`src/adjinc_pkg.sv`:
```
// ----------------------------------------------------------------------------
// adjinc_pkg
// Types and constants shared by the controller, datapath and checker.
// ----------------------------------------------------------------------------
package adjinc_pkg;

  localparam int VCOUNT_W   = 4;
  localparam int VERTEX_W   = 3;
  localparam int EDGE_NUM_W = 6;
  localparam int KIND_W     = 2;

  localparam logic [KIND_W-1:0] KIND_SELF  = 2'd0;
  localparam logic [KIND_W-1:0] KIND_UNDIR = 2'd1;
  localparam logic [KIND_W-1:0] KIND_DIR   = 2'd2;

  localparam logic [VCOUNT_W-1:0] VCOUNT_RESET = 4'd8;

  typedef enum logic [2:0] {
    ST_LOAD,
    ST_SYM_RD,
    ST_SYM_CMP,
    ST_EMIT_RD,
    ST_EMIT_CHK,
    ST_FLUSH
  } state_t;

  // Commands from the controller to the datapath.
  typedef struct packed {
    logic ready;
    logic load;
    logic scan_clear;
    logic sym_rd;
    logic sym_cmp;
    logic emit_rd;
    logic emit_take;
    logic flush;
  } cmd_t;

  // Status from the datapath to the controller.
  typedef struct packed {
    logic last_load;
    logic scan_end;
    logic hit;
    logic pend_valid;
    logic out_free;
  } stat_t;

endpackage

```
`src/adjinc_ram.sv`:
```
// ----------------------------------------------------------------------------
// adjinc_ram
// Generic RAM with one write port and two registered read ports.
// ----------------------------------------------------------------------------
module adjinc_ram #(
  parameter int WIDTH = 1,
  parameter int DEPTH = 64
) (
  input  logic                     clk,
  input  logic                     we,
  input  logic [$clog2(DEPTH)-1:0] waddr,
  input  logic [WIDTH-1:0]         wdata,
  input  logic                     re_a,
  input  logic [$clog2(DEPTH)-1:0] raddr_a,
  output logic [WIDTH-1:0]         rdata_a,
  input  logic                     re_b,
  input  logic [$clog2(DEPTH)-1:0] raddr_b,
  output logic [WIDTH-1:0]         rdata_b
);

  logic [WIDTH-1:0] mem [DEPTH];

  always_ff @(posedge clk) begin
    if (we) begin
      mem[waddr] <= wdata;
    end
    if (re_a) begin
      rdata_a <= mem[raddr_a];
    end
    if (re_b) begin
      rdata_b <= mem[raddr_b];
    end
  end

endmodule

```
`src/adjinc_ctrl.sv`:
```
// ----------------------------------------------------------------------------
// adjinc_ctrl
// Sequencer for load, symmetry scan, edge scan and final flush.
// ----------------------------------------------------------------------------
module adjinc_ctrl (
  input  logic                clk,
  input  logic                rst,
  input  logic                in_valid,
  input  adjinc_pkg::stat_t   stat,
  output adjinc_pkg::cmd_t    cmd
);

  adjinc_pkg::state_t state;
  adjinc_pkg::state_t state_next;
  logic               emit_wait;

  // A new edge can only displace the pending one when the output is free.
  assign emit_wait = stat.hit && stat.pend_valid && !stat.out_free;

  always_ff @(posedge clk) begin
    if (rst) begin
      state <= adjinc_pkg::ST_LOAD;
    end else begin
      state <= state_next;
    end
  end

  always_comb begin
    state_next = state;
    unique case (state)
      adjinc_pkg::ST_LOAD: begin
        if (in_valid && stat.last_load) begin
          state_next = adjinc_pkg::ST_SYM_RD;
        end
      end
      adjinc_pkg::ST_SYM_RD: begin
        state_next = adjinc_pkg::ST_SYM_CMP;
      end
      adjinc_pkg::ST_SYM_CMP: begin
        state_next = stat.scan_end ? adjinc_pkg::ST_EMIT_RD : adjinc_pkg::ST_SYM_RD;
      end
      adjinc_pkg::ST_EMIT_RD: begin
        state_next = adjinc_pkg::ST_EMIT_CHK;
      end
      adjinc_pkg::ST_EMIT_CHK: begin
        if (!emit_wait) begin
          state_next = stat.scan_end ? adjinc_pkg::ST_FLUSH : adjinc_pkg::ST_EMIT_RD;
        end
      end
      adjinc_pkg::ST_FLUSH: begin
        if (stat.out_free) begin
          state_next = adjinc_pkg::ST_LOAD;
        end
      end
      default: state_next = adjinc_pkg::ST_LOAD;
    endcase
  end

  always_comb begin
    cmd = '0;
    unique case (state)
      adjinc_pkg::ST_LOAD: begin
        cmd.ready      = 1'b1;
        cmd.load       = in_valid;
        cmd.scan_clear = in_valid && stat.last_load;
      end
      adjinc_pkg::ST_SYM_RD:   cmd.sym_rd    = 1'b1;
      adjinc_pkg::ST_SYM_CMP:  cmd.sym_cmp   = 1'b1;
      adjinc_pkg::ST_EMIT_RD:  cmd.emit_rd   = 1'b1;
      adjinc_pkg::ST_EMIT_CHK: cmd.emit_take = !emit_wait;
      adjinc_pkg::ST_FLUSH:    cmd.flush     = stat.out_free;
      default: cmd = '0;
    endcase
  end

endmodule

```
`src/adjinc_dp.sv`:
```
// ----------------------------------------------------------------------------
// adjinc_dp
// Matrix store, scan counters, pending edge and output register.
// ----------------------------------------------------------------------------
module adjinc_dp #(
  parameter int MAX_VERTICES = 8
) (
  input  logic                                 clk,
  input  logic                                 rst,
  input  logic                                 config_write,
  input  logic [adjinc_pkg::VCOUNT_W-1:0]      config_data,
  input  logic                                 adjacency_entry,
  input  adjinc_pkg::cmd_t                     cmd,
  output adjinc_pkg::stat_t                    stat,
  input  logic                                 out_stall,
  output logic                                 out_valid,
  output logic                                 edge_valid,
  output logic [adjinc_pkg::EDGE_NUM_W-1:0]    edge_number,
  output logic [adjinc_pkg::VERTEX_W-1:0]      first_vertex,
  output logic [adjinc_pkg::VERTEX_W-1:0]      second_vertex,
  output logic [adjinc_pkg::KIND_W-1:0]        edge_kind,
  output logic                                 graph_directed,
  output logic                                 last_edge
);

  localparam int DEPTH = MAX_VERTICES * MAX_VERTICES;
  localparam int AW    = $clog2(DEPTH);
  localparam int CW    = $clog2(DEPTH + 1);

  logic [adjinc_pkg::VCOUNT_W-1:0]   vertex_count;
  logic [adjinc_pkg::VCOUNT_W-1:0]   n;
  logic [adjinc_pkg::VCOUNT_W-1:0]   n_m1;
  logic [7:0]                        total_m1;
  logic [CW-1:0]                     load_count;
  logic [adjinc_pkg::VERTEX_W-1:0]   i;
  logic [adjinc_pkg::VERTEX_W-1:0]   j;
  logic                              j_end;
  logic                              i_end;
  logic [6:0]                        addr_ij;
  logic [6:0]                        addr_ji;
  logic                              rdata_a;
  logic                              rdata_b;
  logic                              directed;
  logic                              hit;
  logic [adjinc_pkg::KIND_W-1:0]     kind;
  logic                              pend_valid;
  logic [adjinc_pkg::EDGE_NUM_W-1:0] pend_num;
  logic [adjinc_pkg::VERTEX_W-1:0]   pend_i;
  logic [adjinc_pkg::VERTEX_W-1:0]   pend_j;
  logic [adjinc_pkg::KIND_W-1:0]     pend_kind;
  logic [adjinc_pkg::EDGE_NUM_W-1:0] edge_count;
  logic                              out_free;

  // Zero acts as one vertex, anything above the maximum as the maximum.
  always_comb begin
    if (vertex_count == '0) begin
      n = adjinc_pkg::VCOUNT_W'(1);
    end else if (vertex_count > adjinc_pkg::VCOUNT_W'(MAX_VERTICES)) begin
      n = adjinc_pkg::VCOUNT_W'(MAX_VERTICES);
    end else begin
      n = vertex_count;
    end
  end

  assign n_m1     = n - adjinc_pkg::VCOUNT_W'(1);
  assign total_m1 = 8'(n * n) - 8'd1;
  assign j_end    = ({1'b0, j} == n_m1);
  assign i_end    = ({1'b0, i} == n_m1);
  assign addr_ij  = 7'(i) * 7'(n) + 7'(j);
  assign addr_ji  = 7'(j) * 7'(n) + 7'(i);

  adjinc_ram #(
    .WIDTH (1),
    .DEPTH (DEPTH)
  ) u_store (
    .clk     (clk),
    .we      (cmd.load),
    .waddr   (load_count[AW-1:0]),
    .wdata   (adjacency_entry),
    .re_a    (cmd.sym_rd || cmd.emit_rd),
    .raddr_a (addr_ij[AW-1:0]),
    .rdata_a (rdata_a),
    .re_b    (cmd.sym_rd),
    .raddr_b (addr_ji[AW-1:0]),
    .rdata_b (rdata_b)
  );

  // In an undirected graph only the lower triangle and the diagonal count.
  assign hit = rdata_a && ((i == j) || directed || (i > j));

  always_comb begin
    if (i == j) begin
      kind = adjinc_pkg::KIND_SELF;
    end else if (directed) begin
      kind = adjinc_pkg::KIND_DIR;
    end else begin
      kind = adjinc_pkg::KIND_UNDIR;
    end
  end

  assign out_free = !out_valid || !out_stall;

  assign stat.last_load  = (8'(load_count) == total_m1);
  assign stat.scan_end   = i_end && j_end;
  assign stat.hit        = hit;
  assign stat.pend_valid = pend_valid;
  assign stat.out_free   = out_free;

  always_ff @(posedge clk) begin
    if (rst) begin
      vertex_count <= adjinc_pkg::VCOUNT_RESET;
      load_count   <= '0;
    end else if (config_write) begin
      vertex_count <= config_data;
      load_count   <= '0;
    end else if (cmd.load) begin
      load_count <= stat.last_load ? '0 : load_count + CW'(1);
    end
  end

  // Row-major scan counters, shared by the symmetry and edge scans.
  always_ff @(posedge clk) begin
    if (rst || cmd.scan_clear) begin
      i <= '0;
      j <= '0;
    end else if (cmd.sym_cmp || cmd.emit_take) begin
      if (j_end) begin
        j <= '0;
        i <= i_end ? '0 : i + adjinc_pkg::VERTEX_W'(1);
      end else begin
        j <= j + adjinc_pkg::VERTEX_W'(1);
      end
    end
  end

  always_ff @(posedge clk) begin
    if (rst || cmd.scan_clear) begin
      directed <= 1'b0;
    end else if (cmd.sym_cmp && (rdata_a != rdata_b)) begin
      directed <= 1'b1;
    end
  end

  // One edge is held back so that the final one can be marked as last.
  always_ff @(posedge clk) begin
    if (rst || cmd.scan_clear) begin
      pend_valid <= 1'b0;
      edge_count <= '0;
    end else if (cmd.emit_take && hit) begin
      pend_valid <= 1'b1;
      edge_count <= edge_count + adjinc_pkg::EDGE_NUM_W'(1);
    end else if (cmd.flush) begin
      pend_valid <= 1'b0;
    end
  end

  always_ff @(posedge clk) begin
    if (cmd.emit_take && hit) begin
      pend_num  <= edge_count;
      pend_i    <= i;
      pend_j    <= j;
      pend_kind <= kind;
    end
  end

  always_ff @(posedge clk) begin
    if (rst) begin
      out_valid <= 1'b0;
    end else if ((cmd.emit_take && hit && pend_valid) || cmd.flush) begin
      out_valid <= 1'b1;
    end else if (out_free) begin
      out_valid <= 1'b0;
    end
  end

  always_ff @(posedge clk) begin
    if (cmd.emit_take && hit && pend_valid) begin
      edge_valid     <= 1'b1;
      edge_number    <= pend_num;
      first_vertex   <= pend_i;
      second_vertex  <= pend_j;
      edge_kind      <= pend_kind;
      graph_directed <= directed;
      last_edge      <= 1'b0;
    end else if (cmd.flush) begin
      edge_valid     <= pend_valid;
      edge_number    <= pend_valid ? pend_num : '0;
      first_vertex   <= pend_valid ? pend_i : '0;
      second_vertex  <= pend_valid ? pend_j : '0;
      edge_kind      <= pend_valid ? pend_kind : adjinc_pkg::KIND_SELF;
      graph_directed <= pend_valid && directed;
      last_edge      <= 1'b1;
    end
  end

endmodule

```
`src/adjacency_to_incidence_edges.sv`:
```
// ----------------------------------------------------------------------------
// adjacency_to_incidence_edges
// Turns a streamed adjacency matrix into a list of incidence-matrix rows.
// ----------------------------------------------------------------------------
// Usage:
//   The input channel carries one adjacency bit per request, row-major, for
//   n*n requests, where n is the clamped vertex count from the config port.
//   A load takes one bit per cycle. After the last bit the input is stalled
//   while the block checks symmetry (a read and a compare per matrix entry,
//   one pass of the two read ports of the matrix store), then scans for
//   edges (one read of the store and a check per entry) and at last flushes
//   the pending edge; a stalling receiver holds up the scan and the flush.
//   Each edge is one output request; the last one of a run has last_edge
//   set, and an empty graph gives a single request with edge_valid low.
//   One edge is held back in a pending register so that the final one can
//   be marked; a stalled output holds its request, and the scan waits when it finds a further edge.
//   Reset returns the vertex count to 8 and clears the load position; the
//   matrix store needs no clearing, as every entry is written before use.
//   Writing the vertex count restarts a partial load.
// ----------------------------------------------------------------------------
module adjacency_to_incidence_edges #(
  parameter int MAX_VERTICES = 8
) (
  input  logic                                 clk,
  input  logic                                 rst,
  input  logic                                 config_write,
  input  logic [adjinc_pkg::VCOUNT_W-1:0]      config_data,
  input  logic                                 in_valid,
  output logic                                 in_stall,
  input  logic                                 adjacency_entry,
  output logic                                 out_valid,
  input  logic                                 out_stall,
  output logic                                 edge_valid,
  output logic [adjinc_pkg::EDGE_NUM_W-1:0]    edge_number,
  output logic [adjinc_pkg::VERTEX_W-1:0]      first_vertex,
  output logic [adjinc_pkg::VERTEX_W-1:0]      second_vertex,
  output logic [adjinc_pkg::KIND_W-1:0]        edge_kind,
  output logic                                 graph_directed,
  output logic                                 last_edge
);

  adjinc_pkg::cmd_t  cmd;
  adjinc_pkg::stat_t stat;

  assign in_stall = !cmd.ready;

  adjinc_ctrl u_ctrl (
    .clk      (clk),
    .rst      (rst),
    .in_valid (in_valid),
    .stat     (stat),
    .cmd      (cmd)
  );

  adjinc_dp #(
    .MAX_VERTICES (MAX_VERTICES)
  ) u_dp (
    .clk             (clk),
    .rst             (rst),
    .config_write    (config_write),
    .config_data     (config_data),
    .adjacency_entry (adjacency_entry),
    .cmd             (cmd),
    .stat            (stat),
    .out_stall       (out_stall),
    .out_valid       (out_valid),
    .edge_valid      (edge_valid),
    .edge_number     (edge_number),
    .first_vertex    (first_vertex),
    .second_vertex   (second_vertex),
    .edge_kind       (edge_kind),
    .graph_directed  (graph_directed),
    .last_edge       (last_edge)
  );

endmodule

```
`config.mk`:
```
export PLATFORM = sky130hd
export DESIGN_NAME = adjacency_to_incidence_edges
export DESIGN_NICKNAME = d
export VERILOG_FILES = /design/src/adjinc_pkg.sv /design/src/adjinc_ram.sv /design/src/adjinc_ctrl.sv /design/src/adjinc_dp.sv /design/src/adjacency_to_incidence_edges.sv
export SDC_FILE = /design/constraint.sdc
export NUM_CORES = 1
export LEC_CHECK = 0
export BUFFER_PORTS_ARGS = -buffer_cell sky130_fd_sc_hd__buf_4
export CORE_MARGIN = 5
export CORE_UTILIZATION = 35
export CTS_CLUSTER_SIZE = 12
export DETAILED_ROUTE_END_ITERATION = 6
export RECOVER_POWER = 50
export SYNTH_ARGS = -nofsm -noshare
export SYNTH_HDL_FRONTEND = slang
export SYNTH_SLANG_ARGS = --single-unit
```
`constraint.sdc`:
```
create_clock -name clk -period 13.71 [get_ports clk]
set_clock_uncertainty 0.05 [all_clocks]
set_input_delay 1.371 -clock clk [delete_from_list [all_inputs] [get_ports clk]]
set_output_delay 1.371 -clock clk [all_outputs]
set_load 0.05 [all_outputs]
```
==> results of run 1 <==
==> report_power, final <==
part / switching [W] / total [W] / internal [W]
clock: 0.000165 / 0.000451 / 0.000285
sequential: 0.00000190 / 0.000412 / 0.000410
combinational: 0.0000133 / 0.0000221 / 0.00000881
==> through the flow <==
step	area, sq um	std cells	hold slack, ns	worst slack [ns]	util (%)
after floorplan	7040	576	0.378	9.36	-
final	8010	877	0.392	8.82	40.7
after global placement	7490	845	0.380	9.02	38.1
after CTS	8090	877	0.396	8.85	41.2
after detailed placement	7490	845	0.388	8.86	38.1
after global routing	8010	877	0.424	8.45	40.7
==> flip-flops by register name, indices dropped and copies added, names as in the netlist, 2 cells and up <==
signal and flops:
u_ctrl.state 3, u_dp.edge_count 6, u_dp.edge_kind 2, u_dp.edge_number 6, u_dp.first_vertex 3, u_dp.i 3, u_dp.j 3, u_dp.load_count 7
u_dp.pend_i 3, u_dp.pend_j 3, u_dp.pend_kind 2, u_dp.pend_num 6, u_dp.second_vertex 3, u_dp.u_store.mem 64, u_dp.vertex_count 4
==> area by class of cell <==
type	instances	area share [%]
multi-input cells	402	42.0
inverters	23	1.08
flip-flops and latches	126	43.4
repair buffers	29	1.92
clock buffers	18	5.36
clock inverters	14	2.09
well taps	265	4.14
==> path summary, 6_finish.rpt <==
kind / endpoint / depth (start not counted)
worst max-delay path: u_dp.u_store.rdata_b / 14
worst min-delay path: u_dp.last_edge / 2
worst max register to register: u_dp.u_store.rdata_b / 14
worst min register to register: u_dp.last_edge / 2
==> cell usage after synthesis, drive strengths merged (3+ instances only) <==
master / n
nor2: 111
edfxtp: 95
ha: 36
mux4: 34
dfxtp: 31
and2: 30
nand2: 25
inv: 23
mux2i: 22
xnor2: 18
a21oi: 16
buf: 16
xor2: 13
nand3: 11
nor2b: 11
clkbuf: 9
fa: 8
o21ai: 6
a21o: 5
nand2b: 5
nand4: 5
a211oi: 4
and3: 3
mux2: 3
nand3b: 3
nor3: 3
==> critical path: stages (launching register included) <==
cell and delay (ns):
dfxtp_1 0.32, o21bai_1 0.27, nor2b_1 0.41, inv_1 0.21, nor2_1 0.20, fa_1 0.41, inv_1 0.09, fa_1 0.48
fa_1 1.02, mux4_2 0.41, nor2b_1 0.14, a211oi_1 0.25, a21oi_1 0.06, mux2i_1 0.22, mux2i_1 0.10
==> logic make-up after synthesis <==
kind of cell / after synthesis / share of synthesized area [%]
and+or+nand+nor: 219 / 15.4
DFF: 126 / 49.3
AOI/OAI and AO/OA: 47 / 4.88
xor gates and xnor gates: 33 / 4.49
adders and majority gates: 44 / 8.67
muxes: 59 / 14.5
buffers and inverters: 48 / 2.75
==> metal layers <==
metal	up-vias	part of all wire, %	global-route usage, %
li1	2125	-	-
met1	2226	42	15.3
met2	98	53	23.5
met3	18	3.9	3.69
met4	0	1.9	4.92
met5	-	0	0
==> out/results.ini, run 1 <==
[yosys]
yosysSeqAreaShare_pct = 49.3
syn_area_sq_um = 7040
ys_ff_latch = 126
synth_warnings = 0
synthArstFlopShare_pct = 0
synth_area_leader_cell = edfxtp_1
synth_top_area_share_pct = 40.5
synth_edf_count = 95
synth-main-ff-cell = edfxtp_1
synth_nets = 630
synth.area.top_cells = edfxtp_1 (40%), mux4_2 (11%), dfxtp_1 (8.8%)
yosysUniqueCellTypes = 56
syn_inst = 576
avgSynthCellArea_sq_um = 12.2

[final_layout]
final_cell_mix = nor2_1 (111), edfxtp_1 (95), ha_1 (36)
areaGrowthSynthToFinish_pct = 13.7
drive_gt1_share_pct = 14.9
nets = 653
multi_input_area_sq_um = 3370
seq_area_sq_um = 3470
n_fill_cell = 1916
final_common_cell = nor2_1
antenna_cells = 0

[drt]
drt_iter0_drc = 244
via_count = 4467
dr.pass1.iters = 4
ant_nets = 0
drc = 0
routed_wl_mm = 14.7
vias_per_cell = 5.09
routedWlPerCell_um = 16.8

[setup_path]
arrival_ns = 5.00
r2r_slack_ns = 8.82
r2r_start = u_dp.vertex_count[1]
path_class = reg -> reg
endpoint_kind = register
worstPathMaxFanout = 12
cp_data_required_time_ns = 13.82
crit_start = u_dp.vertex_count[1]
cp-start-kind = register

[die]
design.core.area_sq_um = 19700
fp.dieW_um = 152
start_util_pct = 35.8
die-area_sq_um = 23100
die_y_um = 152
num_rows = 51
ios = 29

[sta]
worst_slew_margin_rel_pct = -55.0
setup-tns-final_ns = 0
drv_slew = 71
hold_viol = 0
worst_pin_slew_ns = 2.32
period_share_pct = 35.7
rsz0062_at_grt = no
fmax_mhz = 204
post-route-min-period_ns = 4.89
setup_viol = 0

[clock_tree]
clockBufferDepth = 2
root_buffer = clkbuf_16
cts_max_level = 4
postCtsHoldBufs = 0
cts.sinks = 126
path_clk_slew_ns = 0.06
cts_buffers = 17
worstSkewPairLatency_ns = 0.42
cts_tree = yes
cts_resized = 0
cts_setup_buffers = 0

[run_status]
failed_checks = max-capacitance violations, max-slew violations
status = complete, but fails checks

[placement]
io_buffers = 28
dp_hpwl_mm = 10.4
gp_congestion = 0.818

[power_and_ir_drop]
ir_drop_v = 0.0000909
power_density_nw_per_um2 = 110
finalPower_w = 0.000885
leakage_nw = 2.89

[job]
drv_cap = 2

[global_routing]
grt_pass1_wl_mm = 24.3
grt_usage_pct = 13.3
grt_pass1_vias = 4609
antenna_found_initial = 0
grt_max_degree = 65
grt-ovfl-total = 0

[hold_path]
min_path_type = reg -> reg
worstHoldStart = u_dp.last_edge

Note: power is estimated with default switching activity, not from simulation.
==> inputs of run 2 (changes only) <==
==> constraint.sdc (replaced) <==
create_clock -name clk -period 4.6 [get_ports clk]
set_clock_uncertainty 0.05 [all_clocks]
set_input_delay 0.46 -clock clk [delete_from_list [all_inputs] [get_ports clk]]
set_output_delay 0.46 -clock clk [all_outputs]
set_load 0.05 [all_outputs]
==> run 2 against run 1 <==
Net effect:
- the flow still finishes with violations (max-capacitance violations, max-slew violations)
- die area unchanged
- global-route usage decreased by 0.081 points
- routed wire length is 0.35% higher
- total power rose to 2.9 times the previous value
- cell count up 1.5%
- utilization rose by 0.24 points
- worst hold slack got worse by 0.20 ns
- critical path type unchanged
- largest cell class unchanged
- highest routed layer unchanged
==> out/results.ini, run 2 (synthesized netlist as in run 1, its figures left out) <==
[setup_path]
cp-start-kind = register
critPathMaxStageDelay_ns = 0.55
timing.rr.end = u_dp.u_store.rdata_b
arrival_ns = 4.33
r2r_slack_ns = 0.38
crit_family = adder cells
cp-endpoint = u_dp.u_store.rdata_b
cp_cell_sequence = nor2b_1 > inv_1 > nor2_1 > fa_1 > inv_1 > fa_1 > fa_1 > buf_4 > mux4_2 > mux4_2 > mux2i_1 > mux2i_1
slowest_stage = fa_1
endpoint_kind = register
r2r_start = u_dp.vertex_count[3]
cp_num_buf_inv = 3
ff2ff_path_depth = 12
cp_data_required_time_ns = 4.71
path_class = reg -> reg
worstPathMaxFanout = 13
cp.depth = 12
cp_common_cell = fa_1
crit_start = u_dp.vertex_count[3]

[hold_path]
min_path_type = in -> reg
worstHoldPathCells = 2

[final_layout]
antenna_cells = 0
reg_top3 = u_dp.u_store.mem: 64 flops, u_dp.load_count: 7 flops
n_fill_cell = 1870
final_common_cell = nor2_1
final_cell_mix = nor2_1 (111), edfxtp_1 (95), ha_1 (36)
areaGrowthSynthToFinish_pct = 14.4
drive_gt1_share_pct = 15.7
largest_register_ffs = 64
regMostFlops = u_dp.u_store.mem
stdcell_count = 890
nets = 666

[power_and_ir_drop]
p_seq_share_pct = 47.6
power_density_nw_per_um2 = 320
switchingPower_w = 0.000539
switching_share_pct = 20.9
pwr-share-clk_pct = 49.8
leakage_nw = 2.92
ir_drop_v = 0.000250
pwr-share-comb_pct = 2.6
finalPower_w = 0.00258
power.internal_w = 0.00204

[sta]
period_share_pct = 91.7
setup_viol = 0
post-route-min-period_ns = 4.22
rsz0062_at_grt = no
setup-tns-final_ns = 0
drv_slew = 71
worst_slew_margin_rel_pct = -52.8
fmax_mhz = 237
worst_pin_slew_ns = 2.29
hold_viol = 0

[job]
drv_cap = 2

[clock_tree]
worstSkewPairLatency_ns = 0.42
cts_resized = 0
path_clk_slew_ns = 0.06
cts_max_level = 4
postCtsHoldBufs = 0
cts.sinks = 126
root_buffer = clkbuf_16
cts_buffers = 17
cts_setup_buffers = 0
cts_tree = yes
clockBufferDepth = 2

[placement]
placed_cells = 858
io_buffers = 28
gp_congestion = 0.825
dp_hpwl_mm = 10.5

[global_routing]
antenna_found_initial = 0
grt_max_degree = 65
grt_pass1_vias = 4615
grt_pass1_wl_mm = 24.1
grt_usage_pct = 13.2
grt-ovfl-total = 0

[drt]
via_count = 4495
routed_wl_mm = 14.8
drt_iter0_drc = 256
vias_per_cell = 5.05
drc = 0
dr.pass1.iters = 5
routedWlPerCell_um = 16.6
ant_nets = 0

[die]
num_rows = 51
fp.dieW_um = 152
design.core.area_sq_um = 19700
start_util_pct = 35.8
ios = 29
die_y_um = 152
die-area_sq_um = 23100

[run_status]
failed_checks = max-capacitance violations, max-slew violations
status = complete, but fails checks

[run 2: per-stage QoR]
step | setup WS [ns] | utilization, % | cell area (sq um) | hold slack [ns]
finish | 0.383 | 41.0 | 8060 | 0.190
global route | 0.0557 | 41.0 | 8060 | 0.192
CTS | 0.364 | 41.5 | 8160 | 0.171
detailed placement | 0.375 | 38.6 | 7590 | 0.392
global placement | 0.467 | 38.6 | 7590 | 0.379
floorplan | 0.252 | - | 7040 | 0.378
[run 2: power by group through the flow]
stage / Combinational [W] / Clock, W / Sequential (W)
6_report: 0.0000678 / 0.00129 / 0.00123
5_1_grt: 0.0000743 / 0.00137 / 0.00123
4_1_cts: 0.0000687 / 0.00132 / 0.00123
3_5_place_dp: 0.0000681 / 0 / 0.00125
3_3_place_gp: 0.0000668 / 0 / 0.00125
2_1_floorplan: 0.0000445 / 0 / 0.00125
[run 2: how the worst min path moves through the flow]
stage                                  start                   end  slack, ns
final                         config_data[3]  u_dp.vertex_count[3]       0.19
after floorplan           u_dp.edge_count[5]      u_dp.pend_num[5]       0.38
after detailed placement  u_dp.edge_count[5]      u_dp.pend_num[5]       0.39
after CTS                     config_data[3]  u_dp.vertex_count[3]       0.17
after global routing          config_data[3]  u_dp.vertex_count[3]       0.19
after global placement        u_dp.last_edge        u_dp.last_edge       0.38
[run 2: metal layers]
| layer | part of all wire, % | GRT usage (%) |
|---|---|---|
| met1 | 44 | 16.2 |
| met2 | 50 | 22.2 |
| met3 | 4.5 | 3.01 |
| met4 | 1.9 | 5.91 |
| met5 | 0 | 0 |
[run 2: layout make-up]
| cell class | count | area [sq um] | area share [%] |
|---|---|---|---|
| multi-input cells | 402 | 3360 | 41.7 |
| repair buffers | 42 | 233 | 2.89 |
| inverters | 23 | 86.3 | 1.07 |
| clock buffers | 17 | 425 | 5.28 |
| flip-flops and latches | 126 | 3470 | 43.1 |
| well taps | 265 | 332 | 4.12 |
| clock inverters | 15 | 146 | 1.82 |
[run 2: worst register-to-register path: cells and delay by family, from the launching register on]
family | cells | cell delay [ns]
multiplexers | 4 | 1.00
AND/OR/NAND/NOR | 2 | 0.59
flip-flops | 1 | 0.43
adder cells (fa/ha/maj) | 3 | 1.45
buffers and inverters | 3 | 0.43
